<file path="src/rtl/sorm_pkg.sv">
// ----------------------------------------------------------------------------
// sorm_pkg
// Widths, limits and register indexes of the short ORF masker.
// ----------------------------------------------------------------------------
`default_nettype none

package sorm_pkg;

  localparam int LETTER_W    = 7;
  localparam int MAX_MIN_LEN = 32;
  localparam int ADDR_W      = $clog2(MAX_MIN_LEN);
  localparam int CNT_W       = $clog2(MAX_MIN_LEN + 1);
  localparam int TOTAL_W     = 24;
  localparam int CFG_IDX_W   = 2;
  localparam int CFG_DATA_W  = 7;

  localparam logic [TOTAL_W-1:0]  TOTAL_MAX     = {TOTAL_W{1'b1}};
  localparam logic [CNT_W-1:0]    MAX_MIN_LEN_C = CNT_W'(MAX_MIN_LEN);
  localparam logic [LETTER_W-1:0] STOP_RESET    = LETTER_W'(24);
  localparam logic [LETTER_W-1:0] MASK_RESET    = LETTER_W'(23);

  typedef enum logic [CFG_IDX_W-1:0] {
    REG_MIN_LENGTH = 2'd0,
    REG_STOP_CODE  = 2'd1,
    REG_MASK_CODE  = 2'd2
  } cfg_reg_t;

endpackage

`default_nettype wire

</file>
<file path="src/rtl/sorm_ram.sv">
// ----------------------------------------------------------------------------
// sorm_ram
// Generic single write port, single read port RAM with registered read data.
// ----------------------------------------------------------------------------
`default_nettype none

module sorm_ram #(
  parameter int WIDTH = 8,
  parameter int DEPTH = 32
) (
  input  wire logic                     clk,
  input  wire logic                     wr_en,
  input  wire logic [$clog2(DEPTH)-1:0] wr_addr,
  input  wire logic [WIDTH-1:0]         wr_data,
  input  wire logic                     rd_en,
  input  wire logic [$clog2(DEPTH)-1:0] rd_addr,
  output logic      [WIDTH-1:0]         rd_data
);

  logic [WIDTH-1:0] mem [DEPTH];

  always_ff @(posedge clk) begin
    if (wr_en) begin
      mem[wr_addr] <= wr_data;
    end
    if (rd_en) begin
      rd_data <= mem[rd_addr];
    end
  end

endmodule

`default_nettype wire

</file>
<file path="src/rtl/short_orf_masker_core.sv">
// ----------------------------------------------------------------------------
// short_orf_masker_core
// Masks segments between stop letters that are shorter than a minimum length.
// ----------------------------------------------------------------------------
// Usage:
//   Letters enter on the s_axis channel, one per transfer, with tlast on the
//   last letter of a sequence. Results leave on m_axis: the letter or the mask
//   code, tlast on the last result caused by an input letter, tuser on the
//   final result of a sequence, which also carries the kept length total.
//   Configuration is written through cfg_we/cfg_index/cfg_wdata; the user
//   is to write it only while idle, the block itself does not enforce this.
// Sequencing:
//   A letter that is only held gives no result. Each held letter that is
//   flushed is read from the letter buffer RAM and then loaded into the
//   output register; a letter that passes through is loaded after them. The
//   single read port of the buffer RAM paces a burst. s_axis_tready is low
//   while a burst is in progress.
// Reset clears the sequencer state, the segment state and the output valid
// flag and loads the register defaults. When a valid result meets a low
// m_axis_tready the output register holds it and the sequencer waits to load the next one.
// ----------------------------------------------------------------------------
`default_nettype none

module short_orf_masker_core (
  input  wire logic        clk,
  input  wire logic        rst,
  // Configuration write port.
  input  wire logic        cfg_we,
  input  wire logic [sorm_pkg::CFG_IDX_W-1:0]  cfg_index,
  input  wire logic [sorm_pkg::CFG_DATA_W-1:0] cfg_wdata,
  // Input letters.
  input  wire logic        s_axis_tvalid,
  output logic             s_axis_tready,
  input  wire logic [7:0]  s_axis_tdata,   // [6:0] letter, [7] zero
  input  wire logic        s_axis_tlast,   // seq_last
  // Results.
  output logic             m_axis_tvalid,
  input  wire logic        m_axis_tready,
  output logic [31:0]      m_axis_tdata,   // [6:0] out_letter, [30:7] kept_total, [31] zero
  output logic             m_axis_tlast,   // run_last
  output logic             m_axis_tuser    // seq_done
);

  typedef enum logic [1:0] {
    ST_IDLE,
    ST_READ,
    ST_EMIT,
    ST_TAIL
  } state_t;

  state_t state;

  // Configuration registers.
  logic [sorm_pkg::CNT_W-1:0]    min_length;
  logic [sorm_pkg::LETTER_W-1:0] stop_code;
  logic [sorm_pkg::LETTER_W-1:0] mask_code;

  // Segment state.
  logic [sorm_pkg::CNT_W-1:0]   segment_count;
  logic                         segment_committed;
  logic [sorm_pkg::TOTAL_W-1:0] kept_sum;

  // Burst sequencer.
  logic [sorm_pkg::CNT_W-1:0]    flush_n;
  logic [sorm_pkg::CNT_W-1:0]    idx;
  logic                          masked;
  logic                          have_tail;
  logic [sorm_pkg::LETTER_W-1:0] tail_letter;
  logic                          item_last;

  // Output register.
  logic                          out_valid;
  logic [sorm_pkg::LETTER_W-1:0] out_letter;
  logic                          run_last;
  logic                          seq_done;
  logic [sorm_pkg::TOTAL_W-1:0]  kept_total;

  logic [sorm_pkg::LETTER_W-1:0] rd_data;

  logic [sorm_pkg::LETTER_W-1:0] in_letter;
  logic                          accept;
  logic                          slot_free;
  logic                          out_load;
  logic                          is_stop;
  logic [sorm_pkg::CNT_W-1:0]    eff_min;
  logic [sorm_pkg::CNT_W-1:0]    new_cnt;
  logic                          hold_path;
  logic                          commit;
  logic [sorm_pkg::CNT_W-1:0]    add_n;
  logic [sorm_pkg::TOTAL_W:0]    kept_sum_wide;
  logic [sorm_pkg::TOTAL_W-1:0]  kept_sum_next;
  logic [sorm_pkg::CNT_W-1:0]    flush_n_next;
  logic                          masked_next;
  logic                          have_tail_next;
  logic [sorm_pkg::CNT_W-1:0]    idx_inc;
  logic                          flush_done;

  assign in_letter     = s_axis_tdata[sorm_pkg::LETTER_W-1:0];
  assign s_axis_tready = (state == ST_IDLE);
  assign accept        = s_axis_tvalid && s_axis_tready;
  assign slot_free     = !out_valid || m_axis_tready;
  assign out_load      = slot_free && ((state == ST_EMIT) || (state == ST_TAIL));

  assign m_axis_tvalid = out_valid;
  assign m_axis_tdata  = {1'b0, kept_total, out_letter};
  assign m_axis_tlast  = run_last;
  assign m_axis_tuser  = seq_done;

  assign idx_inc    = idx + 1'b1;
  assign flush_done = (idx_inc == flush_n);

  // Decision for an accepted letter, taken from the state before it.
  always_comb begin
    eff_min   = (min_length > sorm_pkg::MAX_MIN_LEN_C) ? sorm_pkg::MAX_MIN_LEN_C : min_length;
    is_stop   = (in_letter == stop_code);
    hold_path = !is_stop && !segment_committed;
    new_cnt   = segment_count + 1'b1;
    commit    = hold_path && (new_cnt >= eff_min);

    add_n = '0;
    if (commit) begin
      add_n = new_cnt;
    end else if (!is_stop && segment_committed) begin
      add_n = sorm_pkg::CNT_W'(1);
    end
    kept_sum_wide = {1'b0, kept_sum} + (sorm_pkg::TOTAL_W+1)'(add_n);
    kept_sum_next = kept_sum_wide[sorm_pkg::TOTAL_W] ? sorm_pkg::TOTAL_MAX
                                                     : kept_sum_wide[sorm_pkg::TOTAL_W-1:0];

    flush_n_next   = '0;
    masked_next    = 1'b0;
    have_tail_next = 1'b0;
    if (is_stop) begin
      flush_n_next   = segment_committed ? '0 : segment_count;
      masked_next    = (eff_min != '0);
      have_tail_next = 1'b1;
    end else if (segment_committed) begin
      have_tail_next = 1'b1;
    end else if (commit) begin
      flush_n_next = new_cnt;
    end else if (s_axis_tlast) begin
      flush_n_next = new_cnt;
      masked_next  = 1'b1;
    end
  end

  sorm_ram #(
    .WIDTH (sorm_pkg::LETTER_W),
    .DEPTH (sorm_pkg::MAX_MIN_LEN)
  ) u_buf (
    .clk     (clk),
    .wr_en   (accept && hold_path),
    .wr_addr (segment_count[sorm_pkg::ADDR_W-1:0]),
    .wr_data (in_letter),
    .rd_en   (state == ST_READ),
    .rd_addr (idx[sorm_pkg::ADDR_W-1:0]),
    .rd_data (rd_data)
  );

  always_ff @(posedge clk) begin
    if (rst) begin
      state             <= ST_IDLE;
      min_length        <= '0;
      stop_code         <= sorm_pkg::STOP_RESET;
      mask_code         <= sorm_pkg::MASK_RESET;
      segment_count     <= '0;
      segment_committed <= 1'b0;
      kept_sum          <= '0;
      out_valid         <= 1'b0;
    end else begin
      if (cfg_we) begin
        case (cfg_index)
          sorm_pkg::REG_MIN_LENGTH: min_length <= cfg_wdata[sorm_pkg::CNT_W-1:0];
          sorm_pkg::REG_STOP_CODE:  stop_code  <= cfg_wdata;
          sorm_pkg::REG_MASK_CODE:  mask_code  <= cfg_wdata;
          default: ;
        endcase
      end

      if (out_load) begin
        out_valid <= 1'b1;
      end else if (m_axis_tready) begin
        out_valid <= 1'b0;
      end

      case (state)
        ST_IDLE: begin
          if (accept) begin
            flush_n     <= flush_n_next;
            masked      <= masked_next;
            have_tail   <= have_tail_next;
            tail_letter <= in_letter;
            item_last   <= s_axis_tlast;
            idx         <= '0;
            kept_sum    <= kept_sum_next;
            if (is_stop || commit || s_axis_tlast) begin
              segment_count <= '0;
            end else if (hold_path) begin
              segment_count <= new_cnt;
            end
            // The end of a sequence also ends its segment.
            segment_committed <= !s_axis_tlast &&
                                 (commit || (segment_committed && !is_stop));
            if (flush_n_next != '0) begin
              state <= ST_READ;
            end else if (have_tail_next) begin
              state <= ST_TAIL;
            end
          end
        end
        ST_READ: begin
          state <= ST_EMIT;
        end
        ST_EMIT: begin
          if (slot_free) begin
            out_letter <= masked ? mask_code : rd_data;
            run_last   <= flush_done && !have_tail;
            seq_done   <= flush_done && !have_tail && item_last;
            kept_total <= (flush_done && !have_tail && item_last) ? kept_sum : '0;
            idx        <= idx_inc;
            if (!flush_done) begin
              state <= ST_READ;
            end else if (have_tail) begin
              state <= ST_TAIL;
            end else begin
              state <= ST_IDLE;
              if (item_last) begin
                kept_sum <= '0;
              end
            end
          end
        end
        ST_TAIL: begin
          if (slot_free) begin
            out_letter <= tail_letter;
            run_last   <= 1'b1;
            seq_done   <= item_last;
            kept_total <= item_last ? kept_sum : '0;
            state      <= ST_IDLE;
            if (item_last) begin
              kept_sum <= '0;
            end
          end
        end
        default: state <= ST_IDLE;
      endcase
    end
  end

endmodule

`default_nettype wire

</file>
<file path="config.mk">
export PLATFORM = sky130hd
export DESIGN_NAME = short_orf_masker_core
export DESIGN_NICKNAME = d
export VERILOG_FILES = /design/src/rtl/sorm_pkg.sv /design/src/rtl/sorm_ram.sv /design/src/rtl/short_orf_masker_core.sv
export SDC_FILE = /design/constraint.sdc
export NUM_CORES = 1
export LEC_CHECK = 0
export ABC_AREA = 1
export CAP_MARGIN = 25
export CORE_UTILIZATION = 25
export DETAILED_ROUTE_END_ITERATION = 12
export DONT_BUFFER_PORTS = 1
export PLACE_DENSITY_LB_ADDON = 0.05
export SLEW_MARGIN = 20
export SYNTH_ARGS = -nofsm -noshare
export SYNTH_HDL_FRONTEND = slang
export SYNTH_SLANG_ARGS = --single-unit
</file>
<file path="constraint.sdc">
create_clock -name clk -period 5.35 [get_ports clk]
set_clock_uncertainty 0.2 [all_clocks]
set_input_delay 1.07 -clock clk [delete_from_list [all_inputs] [get_ports clk]]
set_output_delay 1.07 -clock clk [all_outputs]
set_load 0.01 [all_outputs]
</file>
* After elaboration in Yosys (flattened, before gate mapping)
Memories as Yosys holds them, arrays and structs flattened. A register that Yosys moved wholly into a read port is not among the register bits. Index checks and enable logic that the tools add are counted.
Cells by class: add/subtract/negate cells 3, $lt $le $gt $ge 2, eq/ne operators 13, multiplexer cells 54, bitwise operators 1, reduce and logical (&&, ||, !) cells 38
Operators by type and width (count):
- 24-bit two-way mux | 11
- 24-bit one-hot mux with 3 select lines | 1
- 6-bit two-way mux | 11
- 24-bit one-hot mux with 2 select lines | 1
- 24-bit by 6-bit adder with 25-bit output | 1
- 7-bit two-way mux | 3
- 1-bit two-way mux | 15
- 2-bit two-way mux | 7
- 7-bit one-hot mux with 2 select lines | 1
- 6-bit by 1-bit adder with 6-bit output (second input constant) | 2
- 6-bit one-hot mux with 2 select lines | 1
- 4-bit AND reduction | 3
- 6-bit nonzero test | 2
- 1-bit logical AND | 9
- 2-bit inequality test (second input constant) | 4
- 2-bit one-hot mux with 4 select lines | 1
- 2-bit AND reduction | 4
- 2-bit nonzero test | 4
- 7-bit == test | 1
- 2-bit == test (second input constant) | 3
- 6-bit == test | 1
- 6-bit >= comparator | 1
- 6-bit > comparator (second input constant) | 1
- 3-bit AND reduction | 2
- other kinds (10) | 21
Storage, ports and cells: register bits after elaboration 109, RAM bits 224, input bits 23, output and inout bits 36, logic and storage cells 130, memories 1
Memories:
- u_buf.mem | words 32, bits a word 7, read ports 1, clocked after memory_dff 1, write ports 1, RTL line sorm_ram.sv:20 | logic [WIDTH-1:0] mem [DEPTH];

* Depth between registers and ports, before layout
Gate-level depths: netlist of run 1.
word-level depth 11, depth in mapped cells 25, depth with buffers taken out 25

* Cells and area by module
Synthesis of run 1 repeated with hierarchy kept, for this count alone.
Second synthesis, totals: cell total of the unflattened synthesis 1502, area total of the unflattened synthesis 15139.5 um^2
By module, submodules not included:
- sorm_ram | times used 1, cells each 813, area each 9486.6 um^2
- short_orf_masker_core | times used 1, cells each 689, area each 5652.9 um^2

* Least setup slack after synthesis of run 1
No wires, ideal clock.
path kind input-to-reg, start input port rst, end register kept_total[0] (netlist name), enable pin, library setup time 464 ps, arrival 3592 ps, required time 4686 ps, setup slack 1094 ps, stages 2, path buffers 1, path through clkbuf_1 -> nor3_1
Between the ends: cells in the longest elaborated chain, start to end 2
Ends and longest elaborated chain:
- from (decl) | RTL line short_orf_masker_core.sv:26 | input wire logic rst,
- 1-bit inverter (no source line)
- 4-bit AND reduction (no source line)
- to (signal assigned) | RTL line short_orf_masker_core.sv:219 | kept_total <= (flush_done && !have_tail && item_last) ? kept_sum : '0;
- to (signal assigned) | RTL line short_orf_masker_core.sv:238 | kept_total <= item_last ? kept_sum : '0;
- to (decl) | RTL line short_orf_masker_core.sv:76 | logic [sorm_pkg::TOTAL_W-1:0] kept_total;
No other way between the ends. A chain may end at the register's enable or synchronous reset.

* Final worst setup path of run 1
start register segment_count[2] (netlist name), end register kept_sum[11] (netlist name)
Between the ends: cells in the longest elaborated chain, start to end 8
Ends and longest elaborated chain:
- from (decl) | RTL line short_orf_masker_core.sv:59 | logic [sorm_pkg::CNT_W-1:0] segment_count;
- from (signal assigned) | RTL line short_orf_masker_core.sv:199 | segment_count <= new_cnt;
- 6-bit by 1-bit adder with 6-bit output * | RTL line short_orf_masker_core.sv:117 | new_cnt = segment_count + 1'b1;
- 6-bit >= comparator | RTL line short_orf_masker_core.sv:118 | commit = hold_path && (new_cnt >= eff_min);
- 1-bit logical AND | RTL line short_orf_masker_core.sv:118
- 6-bit two-way mux * | RTL line short_orf_masker_core.sv:121 | if (commit) begin
- 24-bit by 6-bit adder with 25-bit output * | RTL line short_orf_masker_core.sv:126 | kept_sum_wide = {1'b0, kept_sum} + (sorm_pkg::TOTAL_W+1)'(add_n);
- 24-bit two-way mux * | RTL line short_orf_masker_core.sv:127 | kept_sum_next = kept_sum_wide[sorm_pkg::TOTAL_W] ? sorm_pkg::TOTAL_MAX
- 24-bit two-way mux * | RTL line short_orf_masker_core.sv:188 | if (accept) begin
- 24-bit one-hot mux with 3 select lines * | RTL line short_orf_masker_core.sv:186 | case (state)
- to (signal assigned) | RTL line short_orf_masker_core.sv:195 | kept_sum <= kept_sum_next;
- to (decl) | RTL line short_orf_masker_core.sv:61 | logic [sorm_pkg::TOTAL_W-1:0] kept_sum;
Mark *: on every way between the ends. The rest lies on a longest branch, timed or not. The select of a mux whose other input is x is not followed.

==> results.yml, run 1 <==
timing:
  drv_slew: 0
  setup_violations: 0
  final-hold-violation-count: 0
  slew_headroom_pct: 37.6
  min_period_ns: 4.66
  rsz0062_at_grt: "no"
  period_share_pct: 87.1
  fin_tns_setup_ns: 0
  tightest_slew_ns: 0.933
  fmax_mhz: 215
routing:
  wl_per_cell_um: 20.2
  antenna_left: 0
  drc: 0
  drt_first_pass_iters: 5
  routed_wl_mm: 43.9
  viasPerCell: 4.54
  vias: 9889
  drt-initial-drc-count: 503
global_route:
  grt_first_pass_wirelength_mm: 65.8
  gr-max-usage-layer: "met2"
  grt_util_met3_pct: 2.72
  grt_use_met2_pct: 24.1
  overflow: 0
  use_met1_pct: 20.4
  grt_max_degree: 73
  grt_use_total_pct: 14.8
  grt_pass1_vias: 9831
  antenna_found_initial: 0
min_path:
  hold_depth: 2
  min_path_type: "reg2reg"
final_layout:
  fin_area_mm2: 0.0167
  stdcell_count: 2177
  area_growth_pct: 13.9
  mostFrequentLayoutCells: "edfxtp_1, nor2_1, o21ai_0"
  drive_gt1_share_pct: 6.66
  diodes: 0
  fillers: 6043
  final_nets: 1423
  final_common_cell: "edfxtp_1"
floorplan:
  rows: 88
  dieHeight_um: 244
  ioPinCount: 59
  core_mm2: 0.0578
  die_x_um: 244
  die_area_mm2: 0.0596
  start_util_pct: 25.4
logic_synthesis:
  ys_ff_latch: 340
  synth_cell_types: 42
  ys_warn_count: 0
  ys.flop_type: "edfxtp_1"
  synth_fp_nets: 1428
  synthArstFlopShare_pct: 0
  synth_edf_count: 286
  syn_inst: 1387
  seq_area_frac_synth_pct: 65.9
  avgSynthCellArea_um2: 10.6
  synthesis.area_mm2: 0.0147
placement:
  place_congestion: 0.765
  port_buffers: 0
  postPlaceCellArea_mm2: 0.0154
  placedCellCount: 2102
  dpl.hpwl_mm: 27.6
worst_setup_path:
  r2r_end: "kept_sum[11]"
  criticalPathCategory: "reg2reg"
  cp_common_cell: "nand3_1"
  critical_path.endpoint: "kept_sum[11]"
  crit_chain: "nand3_1, nor2_1, xor2_1, ha_1, a21o_1, nor2_1, nand2_1, nand2_2, o21ai_0, o21ai_0, inv_1, ha_1, fa_1, nand3_1, nand3_1, nand3_1, o31ai_4, nand2_2, nor2_4, a31o_2, o21ai_0, a21oi_1"
  worstPathRequired_ns: 5.60
  cp_slowest_cell: "dfxtp_1"
  start_kind: "register"
  cp-end-kind: "register"
  reg2reg_from: "segment_count[2]"
  ff2ff_setup_slack_ns: 0.69
  startpoint: "segment_count[2]"
  crit_arrival_ns: 4.91
  max_stage_delay_ns: 0.51
  r2r_cells: 22
  path_max_fanout: 18
power_and_ir_drop:
  p_leak_nw: 5.58
  vdd_drop_max_uv: 211
  powerDensity_mw_per_mm2: 433
clock_tree:
  htreeDepth: 2
  clk_latency_ns: 0.57
  path_clk_slew_ns: 0.06
  cts_resized: 0
  cts_tree: "yes"
  cts_setup_buffers: 0
  clock-sinks: 340
  cts_hold_buf: 0
  root_buffer: "clkbuf_16"
  cts_buffer_depth: 3
  cts_made_buffers: 42
run_status:
  status: "finished, final reports clean"
run:
  cap_violations: 0
==> synthesized netlist by cell type, types with 7 or more instances <==
cell type | instances | area (µm²)
inv_1 | 92 | 345
o22ai_1 | 67 | 419
ha_1 | 17 | 213
nor3_1 | 12 | 60.1
o211ai_1 | 8 | 60.1
dfxtp_1 | 54 | 1080
xor2_1 | 18 | 158
nand3_1 | 31 | 155
nand2_1 | 176 | 661
clkbuf_1 | 50 | 188
a21oi_1 | 56 | 280
nor2_1 | 264 | 991
buf_2 | 7 | 35.0
o21ai_0 | 188 | 941
edfxtp_1 | 286 | 8590
==> cells by family (layout without fill, tap and decap cells) <==
kind of cell	count (synthesis)	count (layout)	share of synthesized area, %
AOI/OAI and AO/OA	336	336	12.6
xor gates and xnor gates	24	24	1.43
adders and majority gates	18	18	1.59
buffers and inverters	159	184	4.42
DFF	340	340	65.9
other	1	1	0.0256
and+or+nand+nor	509	509	14.0
==> per-stage QoR <==
step / hold slack, ns / total power [mW] / utilization (%) / setup WS [ns]
floorplan: 0.229 / 4.13 / - / 1.09
global placement: 0.259 / 4.66 / 26.7 / 0.716
detailed placement: 0.265 / 4.64 / 26.7 / 0.706
CTS: 0.276 / 7.37 / 28.9 / 0.649
global route: 0.301 / 7.62 / 28.9 / 0.313
finish: 0.273 / 7.23 / 28.9 / 0.691
==> per-layer routing <==
layer	routed length, µm	part of all wire [%]	vias up
met5	0	0	-
met4	707	1.6	0
met3	1630	3.7	52
met2	20400	46	157
met1	21200	48	4834
li1	-	-	4846
==> state kept, by name (all words and copies together), names as in the netlist <==
| name | cells |
|---|---|
| out_letter | 7 |
| min_length | 6 |
| masked | 1 |
| tail_letter | 7 |
| kept_total | 24 |
| u_buf.rd_data | 7 |
| state | 2 |
| kept_sum | 24 |
| segment_count | 6 |
| have_tail | 1 |
| flush_n | 6 |
| mask_code | 7 |
| u_buf.mem | 224 |
| m_axis_tlast | 1 |
| idx | 6 |
| segment_committed | 1 |
| m_axis_tvalid | 1 |
| item_last | 1 |
| stop_code | 7 |
| m_axis_tuser | 1 |
==> power breakdown <==
group	leakage, nW	internal (mW)	switching, mW
logic	1.94	0.369	1.01
clock network	0.615	1.53	1.15
registers	3.03	3.05	0.112
==> critical path, delay by kind of cell (launching register included) <==
kind	cells	cell delay, ns
buf+inv	1	0.06
xor+xnor	1	0.38
simple gates	10	1.43
compound gates	7	0.97
fa+ha+maj	3	0.94
flops	1	0.51
==> how the worst min path moves through the flow <==
stage | end | startpoint | slack, ns
final | stop_code[2] | stop_code[2] | 0.27
after CTS | stop_code[1] | stop_code[1] | 0.28
after global routing | stop_code[2] | stop_code[2] | 0.30
after global placement | stop_code[5] | stop_code[5] | 0.26
after detailed placement | stop_code[1] | stop_code[1] | 0.26
after floorplan | mask_code[3] | mask_code[3] | 0.23
==> area by class of cell <==
| class | instances | area [µm²] | share of cell area (%) |
|---|---|---|---|
| Tap cell | 765 | 957 | 5.73 |
| Multi-Input combinational cell | 888 | 4360 | 26.1 |
| Clock buffer | 61 | 1180 | 7.08 |
| Timing Repair Buffer | 15 | 110 | 0.659 |
| Inverter | 95 | 359 | 2.15 |
| Clock inverter | 13 | 78.8 | 0.472 |
| Sequential cell | 340 | 9670 | 57.8 |
Power figures use the tool's default switching activity.
==> run 2: changes to the inputs <==
--- a/config.mk
+++ b/config.mk
@@ -5,7 +5,6 @@
 export SDC_FILE = /design/constraint.sdc
 export NUM_CORES = 1
 export LEC_CHECK = 0
-export ABC_AREA = 1
 export CAP_MARGIN = 25
 export CORE_UTILIZATION = 25
 export DETAILED_ROUTE_END_ITERATION = 12
==> run 2 against run 1 <==
Total power down 3.3%. Sequential power about the same. Core utilization up 0.40 points.
==> results.yml, run 2 <==
run_status:
  status: "finished, final reports clean"
power_and_ir_drop:
  seqPwrFrac_pct: 44.9
  p_comb_share_pct: 14.0
  power.total_mw: 7.00
  switchingPower_mw: 1.85
  switching_share_pct: 26.4
  vdd_drop_max_uv: 202
  intPower_mw: 5.15
  p_leak_nw: 5.60
  clkPwrFrac_pct: 41.1
  powerDensity_mw_per_mm2: 414
clock_tree:
  cts_buffer_depth: 3
  clock-sinks: 340
  cts_resized: 0
  htreeDepth: 2
  cts_made_buffers: 42
  path_clk_slew_ns: 0.06
  cts_hold_buf: 0
  root_buffer: "clkbuf_16"
  cts_setup_buffers: 0
  clk_latency_ns: 0.57
  cts_tree: "yes"
logic_synthesis:
  synth_top_family_by_area: "multiplexers"
  avgSynthCellArea_um2: 15.3
  synth_fp_nets: 993
  synth_area_leader_cell: "edfxtp_1"
  synth_top_cells_by_area: "edfxtp_1, mux4_2, dfxtp_1"
  synthArstFlopShare_pct: 0
  ys.flop_type: "edfxtp_1"
  ys_ff_latch: 340
  seq_area_frac_synth_pct: 66.4
  synth_edf_count: 286
  synth_top_area_share_pct: 59.0
  synth_compound_area_share_pct: 6.01
  synth_fa_ha_area_share_pct: 1.60
  ys_warn_count: 0
  synth_xor_area_share_pct: 1.83
  synth.most_common_cell: "edfxtp_1"
  synth_common_cells: "edfxtp_1, nor2_1, mux4_2"
  syn_inst: 952
  synthesis.area_mm2: 0.0146
  synth_cell_types: 69
  synth.area.mux_share_pct: 12.7
  synthSimpleGateAreaFrac_pct: 8.89
floorplan:
  die_area_mm2: 0.0592
  core_mm2: 0.0576
  dieHeight_um: 243
  rows: 88
  ioPinCount: 59
  start_util_pct: 25.3
  die_x_um: 243
worst_setup_path:
  start_kind: "register"
  cp_slowest_cell: "nor4_4"
  cp_common_cell: "ha_1"
  max_stage_delay_ns: 0.66
  r2r_cells: 20
  reg2reg_from: "segment_count[0]"
  worstPathRequired_ns: 5.62
  r2r_end: "kept_sum[11]"
  path_max_fanout: 10
  ff2ff_setup_slack_ns: 0.50
  crit_arrival_ns: 5.11
  cp-end-kind: "register"
  crit_chain: "ha_1, xnor2_1, inv_1, ha_1, a21o_1, a31oi_1, o21ai_0, a21oi_1, buf_4, nand2b_1, nor2_1, ha_1, a21o_1, a21oi_1, o21ai_1, nand2_1, nor4_4, buf_6, o31ai_1, a211oi_1"
  startpoint: "segment_count[0]"
  criticalPathCategory: "reg2reg"
final_layout:
  diodes: 0
  area_growth_pct: 15.9
  largest_reg_flops: 224
  final_common_cell: "edfxtp_1"
  stdcell_count: 1772
  top_register: "u_buf.mem"
  final_nets: 1016
  mostFrequentLayoutCells: "edfxtp_1, nor2_1, mux4_2"
  final_core_util_pct: 29.3
  largest_registers: "u_buf.mem x224, kept_sum x24, kept_total x24"
  fin_area_mm2: 0.0169
  drive_gt1_share_pct: 18.7
timing:
  tightest_slew_ns: 0.939
  drv_slew: 0
  setup_violations: 0
  period_share_pct: 90.6
  rsz0062_at_grt: "no"
  slew_headroom_pct: 37.4
  setup_ws_ns: 0.502
  holdWs_ns: 0.263
  fin_tns_setup_ns: 0
  fmax_mhz: 206
  min_period_ns: 4.85
  final-hold-violation-count: 0
placement:
  port_buffers: 0
  pre_cts_slack_ns: 0.536
  dpl.hpwl_mm: 24.6
  postPlaceCellArea_mm2: 0.0155
  place_congestion: 0.738
  placedCellCount: 1696
min_path:
  min_path_type: "reg2reg"
  hold_depth: 2
  hold-path-endpoint: "kept_sum[4]"
  hp-start: "kept_sum[4]"
routing:
  wl_per_cell_um: 21.1
  antenna_left: 0
  routed_wl_mm: 37.4
  viasPerCell: 4.50
  drt-initial-drc-count: 414
  vias: 7980
  drt_first_pass_iters: 5
  drc: 0
global_route:
  grt_first_pass_wirelength_mm: 56.4
  grt_use_total_pct: 12.8
  grt_max_degree: 57
  grt_pass1_vias: 8366
  antenna_found_initial: 0
  overflow: 0
run:
  cap_violations: 0
## run 2: how the worst max path moves through the flow
stage / endpoint / slack, ns / depth (start not counted)
after floorplan: kept_sum[22] / 0.87 / 16
after global placement: kept_sum[11] / 0.33 / 19
after detailed placement: kept_sum[11] / 0.54 / 20
after CTS: kept_sum[11] / 0.47 / 20
after global routing: kept_sum[11] / 0.13 / 20
final: kept_sum[11] / 0.50 / 20
## run 2: metal layers
metal | vias to the layer above | routed length, µm | GRT usage [%]
li1 | 3744 | - | -
met1 | 4042 | 17800 | 17.6
met2 | 137 | 17200 | 20.3
met3 | 57 | 1540 | 2.68
met4 | 0 | 900 | 3.94
met5 | - | 0 | 0
## run 2: cells by family (layout without fill, tap and decap cells)
family	count (synthesis)	after routing
buf+inv	74	129
fa+ha+maj	18	18
mux	96	96
flops	340	340
xor+xnor	27	27
compound gates	128	128
other cells	1	1
simple gates	268	268
## run 2: power by group through the flow
stage                     logic (mW)  registers (mW)  clock network, mW
after floorplan                0.748            3.14                  0
after global placement          1.01            3.20                  0
after detailed placement        1.01            3.20                  0
after CTS                       1.02            3.15               2.98
after global routing            1.08            3.16               3.08
final                          0.981            3.14               2.88
## run 2: area by class of cell
cell class | instances | area, µm²
clock buffers | 57 | 1200
clock inverters | 19 | 194
fillers | 5767 | 40700
inverters | 26 | 97.6
multi-input cells | 538 | 4540
flip-flops and latches | 340 | 9670
well taps | 765 | 957
repair buffers | 27 | 219
## run 2: worst max-delay path: cells and delay by family (launching register included)
kind | cells | cell delay (ns)
compound gates | 9 | 1.33
xor+xnor | 1 | 0.27
fa+ha+maj | 3 | 0.94
buf+inv | 3 | 0.54
flops | 1 | 0.31
simple gates | 4 | 1.11
